**config.mk**
```make
export PLATFORM = sky130hd
export DESIGN_NAME = cst_ctrl
export DESIGN_NICKNAME = d
export VERILOG_FILES = /design/src/hdl/cst_pkg.sv /design/src/hdl/cst_ctrl.sv
export SDC_FILE = /design/constraint.sdc
export NUM_CORES = 1
export LEC_CHECK = 0
export BUFFER_PORTS_ARGS = -buffer_cell sky130_fd_sc_hd__buf_4
export CELL_PAD_IN_SITES_DETAIL_PLACEMENT = 1
export CELL_PAD_IN_SITES_GLOBAL_PLACEMENT = 1
export CORE_UTILIZATION = 42
export CTS_CLUSTER_SIZE = 12
export DETAILED_ROUTE_END_ITERATION = 10
export GPL_ROUTABILITY_DRIVEN = 0
export PLACE_DENSITY = 0.9
export SYNTH_ARGS = -nofsm -noshare
export SYNTH_HDL_FRONTEND = slang
export SYNTH_SLANG_ARGS = --single-unit
```
**constraint.sdc**
```tcl
create_clock -name clk -period 8.7 [get_ports clk]
set_input_delay 0.87 -clock clk [delete_from_list [all_inputs] [get_ports clk]]
set_output_delay 0.87 -clock clk [all_outputs]
set_load 0.01 [all_outputs]
```
**src/hdl/cst_pkg.sv**
```systemverilog
// ----------------------------------------------------------------------------
// cst_pkg: shared types and constants for the coordinate set table
// Entry layout, status codes and the memory control group.
// ----------------------------------------------------------------------------
`timescale 1ns / 1ps
`default_nettype none

package cst_pkg;

  localparam int CAPACITY_DEF = 512;
  localparam int COORD_W      = 8;
  localparam int KEY_W        = 2 * COORD_W;
  localparam int ENTRY_W      = KEY_W + 1;
  localparam int COUNT_W      = 10;

  typedef enum logic [1:0] {
    ST_DONE = 2'd0,
    ST_FULL = 2'd1,
    ST_DUP  = 2'd2,
    ST_MISS = 2'd3
  } status_t;

  typedef struct packed {
    logic rd_en;
    logic wr_en;
  } mem_ctl_t;

endpackage

`default_nettype wire

```
**src/hdl/cst_ctrl.sv**
```systemverilog
// ----------------------------------------------------------------------------
// cst_ctrl: request sequencer and key comparator
// Scans the store one entry a cycle, then appends, swaps in the last
// entry, or reports a refusal.
// ----------------------------------------------------------------------------
`timescale 1ns / 1ps
`default_nettype none

module cst_ctrl
  import cst_pkg::*;
#(
  parameter int CAPACITY = CAPACITY_DEF,
  parameter int AW       = $clog2(CAPACITY),
  parameter int CW       = $clog2(CAPACITY + 1)
) (
  input  wire logic               clk,
  input  wire logic               rst,
  input  wire logic               in_valid,
  output logic                    in_ready,
  input  wire logic               in_op,
  input  wire logic [COORD_W-1:0] in_x,
  input  wire logic [COORD_W-1:0] in_y,
  input  wire logic               in_color,
  output logic                    out_valid,
  input  wire logic               out_ready,
  output status_t                 out_status,
  output logic      [CW-1:0]      out_count,
  output mem_ctl_t                mem_ctl,
  output logic      [AW-1:0]      rd_addr,
  output logic      [AW-1:0]      wr_addr,
  output logic      [ENTRY_W-1:0] wr_data,
  input  wire logic [ENTRY_W-1:0] rd_data
);

  typedef enum logic [2:0] {
    S_IDLE,
    S_SCAN,
    S_MOVE_RD,
    S_MOVE_WR,
    S_REPORT
  } state_t;

  state_t             state;
  logic [CW-1:0]      count;
  logic               op;
  logic [KEY_W-1:0]   key;
  logic               color;
  logic [CW-1:0]      issue_idx;
  logic               pend_valid;
  logic [AW-1:0]      pend_idx;
  logic [AW-1:0]      slot;
  status_t            res_status;

  logic               accept;
  logic               issue_more;
  logic               hit;
  logic               last;
  logic [CW-1:0]      count_m1;
  logic               full;

  assign in_ready   = (state == S_IDLE);
  assign accept     = in_valid && in_ready;
  assign count_m1   = count - CW'(1);
  assign full       = (count >= CW'(CAPACITY));
  assign issue_more = (issue_idx < count);
  assign hit        = pend_valid && (rd_data[KEY_W-1:0] == key);
  assign last       = pend_valid && (pend_idx == count_m1[AW-1:0]);

  always_comb begin
    mem_ctl = '0;
    rd_addr = issue_idx[AW-1:0];
    wr_addr = count[AW-1:0];
    wr_data = {color, key};
    unique case (state)
      S_IDLE: begin
        // empty table: append straight away
        mem_ctl.wr_en = accept && !in_op && (count == '0);
        wr_addr       = '0;
        wr_data       = {in_color, in_y, in_x};
      end
      S_SCAN: begin
        mem_ctl.rd_en = issue_more;
        mem_ctl.wr_en = last && !hit && !op;
      end
      S_MOVE_RD: begin
        mem_ctl.rd_en = 1'b1;
        rd_addr       = count_m1[AW-1:0];
      end
      S_MOVE_WR: begin
        mem_ctl.wr_en = 1'b1;
        wr_addr       = slot;
        wr_data       = rd_data;
      end
      S_REPORT: begin
      end
      default: begin
      end
    endcase
  end

  always_ff @(posedge clk) begin
    if (rst) begin
      state      <= S_IDLE;
      count      <= '0;
      out_valid  <= 1'b0;
      pend_valid <= 1'b0;
      issue_idx  <= '0;
    end else begin
      pend_valid <= (state == S_SCAN) && issue_more;
      pend_idx   <= issue_idx[AW-1:0];
      if (mem_ctl.rd_en && (state == S_SCAN)) begin
        issue_idx <= issue_idx + CW'(1);
      end
      if (out_valid && out_ready && (state != S_REPORT)) begin
        out_valid <= 1'b0;
      end
      unique case (state)
        S_IDLE: begin
          if (accept) begin
            op        <= in_op;
            key       <= {in_y, in_x};
            color     <= in_color;
            issue_idx <= '0;
            if (!in_op && full) begin
              res_status <= ST_FULL;
              state      <= S_REPORT;
            end else if (count == '0) begin
              if (!in_op) begin
                count      <= CW'(1);
                res_status <= ST_DONE;
              end else begin
                res_status <= ST_MISS;
              end
              state <= S_REPORT;
            end else begin
              state <= S_SCAN;
            end
          end
        end
        S_SCAN: begin
          if (hit) begin
            if (!op) begin
              res_status <= ST_DUP;
              state      <= S_REPORT;
            end else if (last) begin
              // last entry simply drops out
              count      <= count_m1;
              res_status <= ST_DONE;
              state      <= S_REPORT;
            end else begin
              slot  <= pend_idx;
              state <= S_MOVE_RD;
            end
          end else if (last) begin
            if (!op) begin
              count      <= count + CW'(1);
              res_status <= ST_DONE;
            end else begin
              res_status <= ST_MISS;
            end
            state <= S_REPORT;
          end
        end
        S_MOVE_RD: begin
          state <= S_MOVE_WR;
        end
        S_MOVE_WR: begin
          count      <= count_m1;
          res_status <= ST_DONE;
          state      <= S_REPORT;
        end
        S_REPORT: begin
          // hold until the output register is free
          if (!out_valid || out_ready) begin
            out_valid  <= 1'b1;
            out_status <= res_status;
            out_count  <= count;
            state      <= S_IDLE;
          end
        end
        default: begin
          state <= S_IDLE;
        end
      endcase
    end
  end

  a_count_bound: assert property (@(posedge clk) disable iff (rst)
    count <= CW'(CAPACITY))
    else $error("entry count beyond capacity");

  a_count_step: assert property (@(posedge clk) disable iff (rst)
    (count != $past(count)) |->
      ((count == $past(count) + CW'(1)) || (count == $past(count) - CW'(1))))
    else $error("entry count moved by more than one");

  a_report_load: assert property (@(posedge clk) disable iff (rst)
    ((state == S_REPORT) && (!out_valid || out_ready)) |=>
      (out_valid && (state == S_IDLE)))
    else $error("result not loaded into output register");

  a_write_in_range: assert property (@(posedge clk) disable iff (rst)
    (mem_ctl.wr_en && (state == S_SCAN)) |-> !full)
    else $error("append issued on a full table");

endmodule

`default_nettype wire

```
* Word level (Yosys, flattened, before mapping)
Cells that the tools add are included.
Cells by class: add/sub/neg operators 3, order comparisons 2, eq/ne operators 18, muxes and demuxes 40, bitwise gates (word level) 2, reduce and logical (&&, ||, !) cells 26
Operators by type and width (count):
- $mux W10 | 12
- $pmux W17 S2 | 1
- $pmux W10 S3 | 1
- $mux W3 | 8
- $add A10 B1 Y10 const B | 2
- $mux W2 | 9
- $pmux W9 S2 | 1
- $eq A16 B16 Y1 | 1
- $ne A3 B3 Y1 const B | 5
- $pmux W3 S5 | 1
- $logic_and A1 B1 Y1 | 12
- $ge A10 B10 Y1 const B | 1
- $logic_not A10 Y1 | 1
- $lt A10 B10 Y1 | 1
- $sub A10 B1 Y10 const B | 1
- $eq A9 B9 Y1 | 1
- $mux W9 | 1
- $reduce_and A3 Y1 | 3
- $ne A2 B2 Y1 const B | 4
- $reduce_and A8 Y1 | 1
- $eq A3 B2 Y1 const B | 2
- $pmux W2 S3 | 1
- $reduce_and A6 Y1 | 1
- $reduce_and A5 Y1 | 1
- 12 further kinds | 19
Word-level totals: register bits after elaboration 75, input bits 39

* Depth between registers and ports, before layout
Gate-level depths: netlist (run 1).
depth after elaboration 7, depth in mapped cells 12, mapped depth without buffers 11

* Worst setup path after synthesis (run 1)
Ideal clock, no wire load.
kind in2reg, start point input rd_data[6], end point register count[7], setup time 87 ps, arrival time 3460 ps, setup slack 5153 ps, stages 12, buffers on the path 1, cells stage by stage xor2_1 > nor4_1 > nand2_1 > nor4_1 > inv_1 > ha_1 > nor3_1 > nand3_1 > o21ba_2 > clkbuf_1 > or4_1 > o31ai_1
On the way: cells in the longest elaborated chain, start to end 4, elaborated cells on any way between the ends 7
RTL lines:
- start, declared | line cst_ctrl.sv:32 | input wire logic [ENTRY_W-1:0] rd_data
- $eq A16 B16 Y1 (*) | line cst_ctrl.sv:66 | assign hit = pend_valid && (rd_data[KEY_W-1:0] == key);
- $logic_and A1 B1 Y1 (*) | line cst_ctrl.sv:66
- $ne A3 B3 Y1 (no line) / $mux W10 (equally long branches)
- $reduce_and A8 Y1 (no line) / $pmux W10 S3 (equally long branches)
- end signal, assigned | line cst_ctrl.sv:147 | count <= count_m1;
- end signal, assigned | line cst_ctrl.sv:156 | count <= count + CW'(1);
- end signal, assigned | line cst_ctrl.sv:168 | count <= count_m1;
- end, declared | line cst_ctrl.sv:44 | logic [CW-1:0] count;
Every way passes the cells marked *; elsewhere a longest branch is shown, timed or not. A chain may end at the register's enable or synchronous reset.

* Final worst setup path (run 1)
start point input rd_data[15], end point register count[9]
Same word-level chain as after synthesis.

==> impl_metrics.ini, run 1 <==
[status]
outcome = complete, no violations

[layout]
antenna_cells = 0
drive_gt1_share_pct = 23.2
finalNetCount = 585
instances_no_fill = 671
nFillCells = 1214
area_growth_pct = 21.5

[synth]
netlist_area_sq_um = 4430
synthCells = 454
ys_seq_area_share_pct = 45.2
ys_top_cells_by_count = 72 x nand2_1, 50 x edfxtp_1, 25 x dfxtp_1
avgSynthCellArea_sq_um = 9.76
synth_largest_area_cell = edfxtp_1
ys.flop_type = edfxtp_1
synth-edff-count = 50
synth_top_area_share_pct = 33.9
synth_area_leaders = edfxtp_1 34%, dfxtp_1 11%, nand2_1 6.1%, ha_1 4.5%, xnor2_1 3.2%
async_reset_ff_share_pct = 0
synth_nets = 509
synth_cell_types = 60
ys_ff_latch = 75
yosys_warnings = 0
synth.most_common_cell = nand2_1

[cts]
root_buffer = clkbuf_8
clockBufferDepth = 2
worst_skew_pair.late_latency_ns = 0.36
post_cts_resized = 0
path_clk_slew_ns = 0.08
cts_tree = yes
cts.sink_count = 75
postCtsHoldBufs = 0
cts_made_buffers = 9
htreeDepth = 3
cts_setup_buffers = 0

[global_routing]
grt_max_degree = 28
grt_overflow = 0
grtUsageTotal_pct = 25.4
grt_first_pass_wirelength_mm = 21.8
grt_antenna_before_repair = 0
grt_pass1_vias = 4154

[timing]
slew_headroom_pct = 19.7
fin_skew_ns = 0.0158
setup_violations = 0
finalCritPeriodShare_pct = 48.6
drv_slew = 0
finalHoldViolCount = 0
worst_slew_pin_slew_ns = 1.19
worst_slack_ns = 4.47
fin_tns_setup_ns = 0
grt_setup_unrepaired = false
fin_crit_ns = 4.23
fmax_mhz = 236

[worst_setup_path]
path_buf_inv = 2
critPathTopFamily = simple AND/OR/NAND/NOR gates
required_ns = 8.98
cp_max_fo = 11
cpMostUsedCell = nor4_1
path_cells = buf_4 -> xor2_1 -> nor4_1 -> nand2_1 -> nor4_1 -> inv_1 -> ha_1 -> nor3_1 -> nand3_1 -> o21ba_2 -> or4b_2 -> o211ai_1
start_kind = input pin
cp_slowest_cell = nor4_1
cp-end-kind = flip-flop
crit_arrival_ns = 4.51
path_class = in2reg
max_stage_delay_ns = 1.02

[placed_design]
dp_worst_setup_slack_ns = 4.16
placed_cells = 655
numPortBuffers = 89
place_hpwl_mm = 10.1

[die]
pin_count = 90
die_width_um = 105
core_sq_um = 10300
die_y_um = 105
initial_utilization_pct = 43.1
num_rows = 37
die_area_sq_um = 11000

[detailed_routing]
dr_total_vias = 4012
postRouteAntennaNets = 0
drc_errors = 0
drtPass1Iterations = 5
drtIter0Drc = 277
routedWlPerCell_um = 20.3
via_per_inst = 5.98
routed_wl_mm = 13.6

[pwr]
power_density_nw_per_um2 = 167
ir_drop_uv = 77.5
p_leak_nw = 2.11
power_w = 0.000901

[min_path]
hp-class = reg2reg

[flow_run]
drv_cap = 0
layer usage:
| layer | wire (um) | up-vias | GRT usage, % |
|---|---|---|---|
| li1 | - | 1823 | - |
| met1 | 5730 | 2005 | 31.1 |
| met2 | 6830 | 160 | 44.2 |
| met3 | 799 | 24 | 5.43 |
| met4 | 249 | 0 | 8.95 |
| met5 | 0 | - | 0 |
registers in the layout, summed over array words and instances (netlist names), 2 cells and up:
register and flops:
slot 9, key 16, issue_idx 10, out_status 2
out_count 10, count 10, state 3, pend_idx 9
res_status 2
worst register-to-register path, cell delays in order (launching register included):
cell and delay [ns]:
edfxtp_1 0.42, xor2_1 0.19, nor4_1 0.33, nand2_1 0.12, nor4_1 1.02, inv_1 0.22, ha_1 0.31, nor3_1 0.23
nand3_1 0.11, o21ba_2 0.29, or4b_2 0.62, o211ai_1 0.10
final timing paths:
kind,from,end,slack (ns),cells past startpoint
setup / recovery,rd_data[15],count[9]$_SDFFE_PP0P_,4.47,12
hold / removal,res_status[0]$_DFFE_PP_,out_status[0]$_DFFE_PP_,0.42,0
setup reg to reg,key[15]$_DFFE_PP_,count[9]$_SDFFE_PP0P_,4.67,11
hold reg to reg,res_status[0]$_DFFE_PP_,out_status[0]$_DFFE_PP_,0.42,0
cell usage in the layout, fill, tap and decap left out, drive strengths merged, types with 17 or more instances in the layout:
cell,Yosys,layout
buf,7,95
nand2,73,73
edfxtp,50,50
dfxtp,25,25
o21ai,22,22
nor2,19,19
nand3,18,18
a22oi,17,17
cell type report:
type	instances	area [sq um]	area share, %
clock buffer	16	201	3.74
timing repair buffer	95	713	13.2
multi-input combinational	334	2240	41.6
inverter	15	56.3	1.05
sequential	75	2000	37.2
tap	136	170	3.16
power by group:
group,leakage (nW),switching (W),internal (W)
logic,1.33,0.000124,0.0000931
clock network,0.102,0.000127,0.000145
registers,0.674,0.0000148,0.000397
total,2.11,0.000266,0.000635
logic make-up (layout without fill, tap and decap cells):
kind of cell,count (synthesis),in the layout,share of synthesized area (%)
AO/OA/AOI/OAI,107,107,17.2
AND/OR/NAND/NOR,167,167,18.9
buffers and inverters,45,126,4.46
multiplexers,11,11,2.54
flip-flops,75,75,45.2
adder cells (fa/ha/maj),16,16,4.52
XOR/XNOR,33,33,7.14
metrics by stage:
stage | area, sq um | util [%] | hold slack, ns
floorplan | 4430 | - | 0.400
global placement | 5180 | 50.4 | 0.413
detailed placement | 5180 | 50.4 | 0.406
CTS | 5380 | 52.4 | 0.423
global route | 5380 | 52.4 | 0.430
finish | 5380 | 52.4 | 0.421
(Power assumes the default switching activity.)
==> run 2: changes to the inputs <==
--- a/config.mk
+++ b/config.mk
@@ -5,14 +5,15 @@
 export SDC_FILE = /design/constraint.sdc
 export NUM_CORES = 1
 export LEC_CHECK = 0
+export ABC_AREA = 1
 export BUFFER_PORTS_ARGS = -buffer_cell sky130_fd_sc_hd__buf_4
 export CELL_PAD_IN_SITES_DETAIL_PLACEMENT = 1
 export CELL_PAD_IN_SITES_GLOBAL_PLACEMENT = 1
-export CORE_UTILIZATION = 42
+export CORE_UTILIZATION = 41
 export CTS_CLUSTER_SIZE = 12
 export DETAILED_ROUTE_END_ITERATION = 10
 export GPL_ROUTABILITY_DRIVEN = 0
-export PLACE_DENSITY = 0.9
+export PLACE_DENSITY = 0.91
 export SYNTH_ARGS = -nofsm -noshare
 export SYNTH_HDL_FRONTEND = slang
 export SYNTH_SLANG_ARGS = --single-unit
==> constraint.sdc (replaced) <==
create_clock -name clk -period 4 [get_ports clk]
set_input_delay 0.4 -clock clk [delete_from_list [all_inputs] [get_ports clk]]
set_output_delay 0.4 -clock clk [all_outputs]
set_load 0.01 [all_outputs]
==> impl_metrics.ini, run 2 <==
[status]
outcome = complete, no violations

[worst_setup_path]
worstReg2RegEnd = slot[6]$_DFFE_PP_
crit_arrival_ns = 3.37
worstSetupEndpoint = wr_data[15]
required_ns = 3.60
cp-end-kind = output pin
start_kind = flip-flop
timing.rr.start = count[0]$_SDFFE_PP0P_
path_class = reg2out
cp_max_fo = 20
startpoint = state[0]$_SDFFE_PP0P_
reg2reg_slack_ns = 0.93
reg2regPathDepth = 12

[global_routing]
grtUsageTotal_pct = 27.8
grt_max_degree = 23
grt_overflow = 0
grt_first_pass_wirelength_mm = 25.0
grt_pass1_vias = 4813
grt_antenna_before_repair = 0

[synth]
avgSynthCellArea_sq_um = 7.87
ys_ff_latch = 75
synth_cell_types = 43
synth_top_area_share_pct = 31.9
synthCells = 599
yosys_warnings = 0
async_reset_ff_share_pct = 0
ys.flop_type = edfxtp_1
synth-edff-count = 50
ys_top_cells_by_count = 159 x nand2_1, 69 x inv_1, 51 x nor2_1
synth.most_common_cell = nand2_1
synth_largest_area_cell = edfxtp_1
netlist_area_sq_um = 4710
synth_area_leaders = edfxtp_1 32%, nand2_1 13%, dfxtp_1 11%, inv_1 5.5%, ha_1 4.2%
synth_nets = 654
ys_seq_area_share_pct = 42.5

[detailed_routing]
routed_wl_mm = 15.7
dr_total_vias = 4605
via_per_inst = 5.51
drtPass1Iterations = 7
drc_errors = 0
routedWlPerCell_um = 18.8
drtIter0Drc = 188
postRouteAntennaNets = 0

[placed_design]
place_hpwl_mm = 11.5
numPortBuffers = 89

[pwr]
ir_drop_uv = 274
power_density_nw_per_um2 = 736
power_w = 0.00427
p_leak_nw = 2.53

[cts]
root_buffer = clkbuf_16
worst_skew_pair.late_latency_ns = 0.34
postCtsHoldBufs = 0
cts_tree = yes
htreeDepth = 3
clockBufferDepth = 2
path_clk_slew_ns = 0.06
post_cts_resized = 0
cts.sink_count = 75
cts_made_buffers = 9
cts_setup_buffers = 0

[timing]
fin_skew_ns = 0.00868
worst_slew_pin_slew_ns = 0.877
slew_headroom_pct = 41.3
fmax_mhz = 265
hold_slack_ns = 0.243
grt_setup_unrepaired = false
fin_crit_ns = 3.77
drv_slew = 0
finalHoldViolCount = 0
setup_violations = 0
finalCritPeriodShare_pct = 94.2
fin_tns_setup_ns = 0

[die]
num_rows = 38
pin_count = 90
die_width_um = 109
die_y_um = 109
core_sq_um = 11000
die_area_sq_um = 11900
initial_utilization_pct = 42.7

[layout]
finalNetCount = 746
final_util_pct = 52.6
largest_register = key
antenna_cells = 0
drive_gt1_share_pct = 21.6
area_growth_pct = 23.0
largest_reg_flops = 16
layout_common_cells = 159 x nand2_1, 94 x buf_4, 69 x inv_1, 51 x nor2_1, 50 x edfxtp_1
final_common_cell = nand2_1

[min_path]
hp-start = in_x[1]
hp-class = in2reg

[flow_run]
drv_cap = 0
[run 2: cell types whose count changed after synthesis, moves of 10 or more]
cell	before	now
nand2_1	72	159
a22oi_1	17	1
nor2_1	19	51
nand3_1	18	38
nand2_2	1	14
xnor2_1	16	2
o21ai_0	21	39
clkbuf_1	23	7
inv_1	15	69
o221ai_1	0	10
[run 2: how the worst min path moves through the flow]
| stage | end | slack (ns) | cells past startpoint |
|---|---|---|---|
| floorplan | out_status[0]$_DFFE_PP_ | 0.40 | 0 |
| global placement | out_status[0]$_DFFE_PP_ | 0.40 | 0 |
| detailed placement | out_status[0]$_DFFE_PP_ | 0.41 | 0 |
| CTS | key[1]$_DFFE_PP_ | 0.24 | 1 |
| global route | key[4]$_DFFE_PP_ | 0.24 | 1 |
| finish | key[1]$_DFFE_PP_ | 0.24 | 1 |
[run 2: layout make-up]
type	instances	area (sq um)
inverters	76	290
flip-flops and latches	75	2000
well taps	140	175
fillers	1379	5230
multi-input cells	435	2340
clock buffers	9	225
repair buffers	94	706
clock inverters	6	57.6
[run 2: where the power goes]
| group | internal [W] | total [W] | switching [W] | leakage, nW |
|---|---|---|---|---|
| Combinational | 0.000783 | 0.00235 | 0.00157 | 1.71 |
| Sequential | 0.000959 | 0.00112 | 0.000158 | 0.674 |
| Clock | 0.000475 | 0.000800 | 0.000325 | 0.142 |
| Total | 0.00222 | 0.00427 | 0.00205 | 2.53 |
[run 2: per-layer routing]
metal,vias to the layer above,GRT usage [%],part of all wire [%]
met4,0,10.5,2.5
met3,31,3.89,4.9
met1,2244,33.8,40
met5,-,0,0
met2,152,49.5,52
li1,2178,-,-
[run 2: critical path, stage by stage, from the launching register on]
cell and delay [ns]:
dfxtp_1 0.37, inv_1 0.06, nor2_1 0.37, inv_2 0.16, nor2_2 0.12, buf_4 0.26, inv_1 0.28, nand2_1 0.65
inv_1 0.31, nand2_1 0.14, o211ai_1 0.13, buf_4 0.18
[run 2: stage by stage]
stage	setup WS, ns	area [sq um]	cells
2_1_floorplan	1.70	4710	599
3_3_place_gp	0.996	5520	820
3_5_place_dp	0.723	5520	820
4_1_cts	0.315	5800	835
5_1_grt	0.0312	5800	835
6_report	0.231	5800	835
[run 2: cell families (layout without fill, tap and decap cells)]
logic type	count (synthesis)	after routing	synth area share (%)
and+or+nand+nor	317	317	31.4
AOI/OAI and AO/OA	83	83	10.5
DFF	75	75	42.5
adders and majority gates	16	16	4.25
xor gates and xnor gates	19	19	3.53
buffers and inverters	89	185	7.80
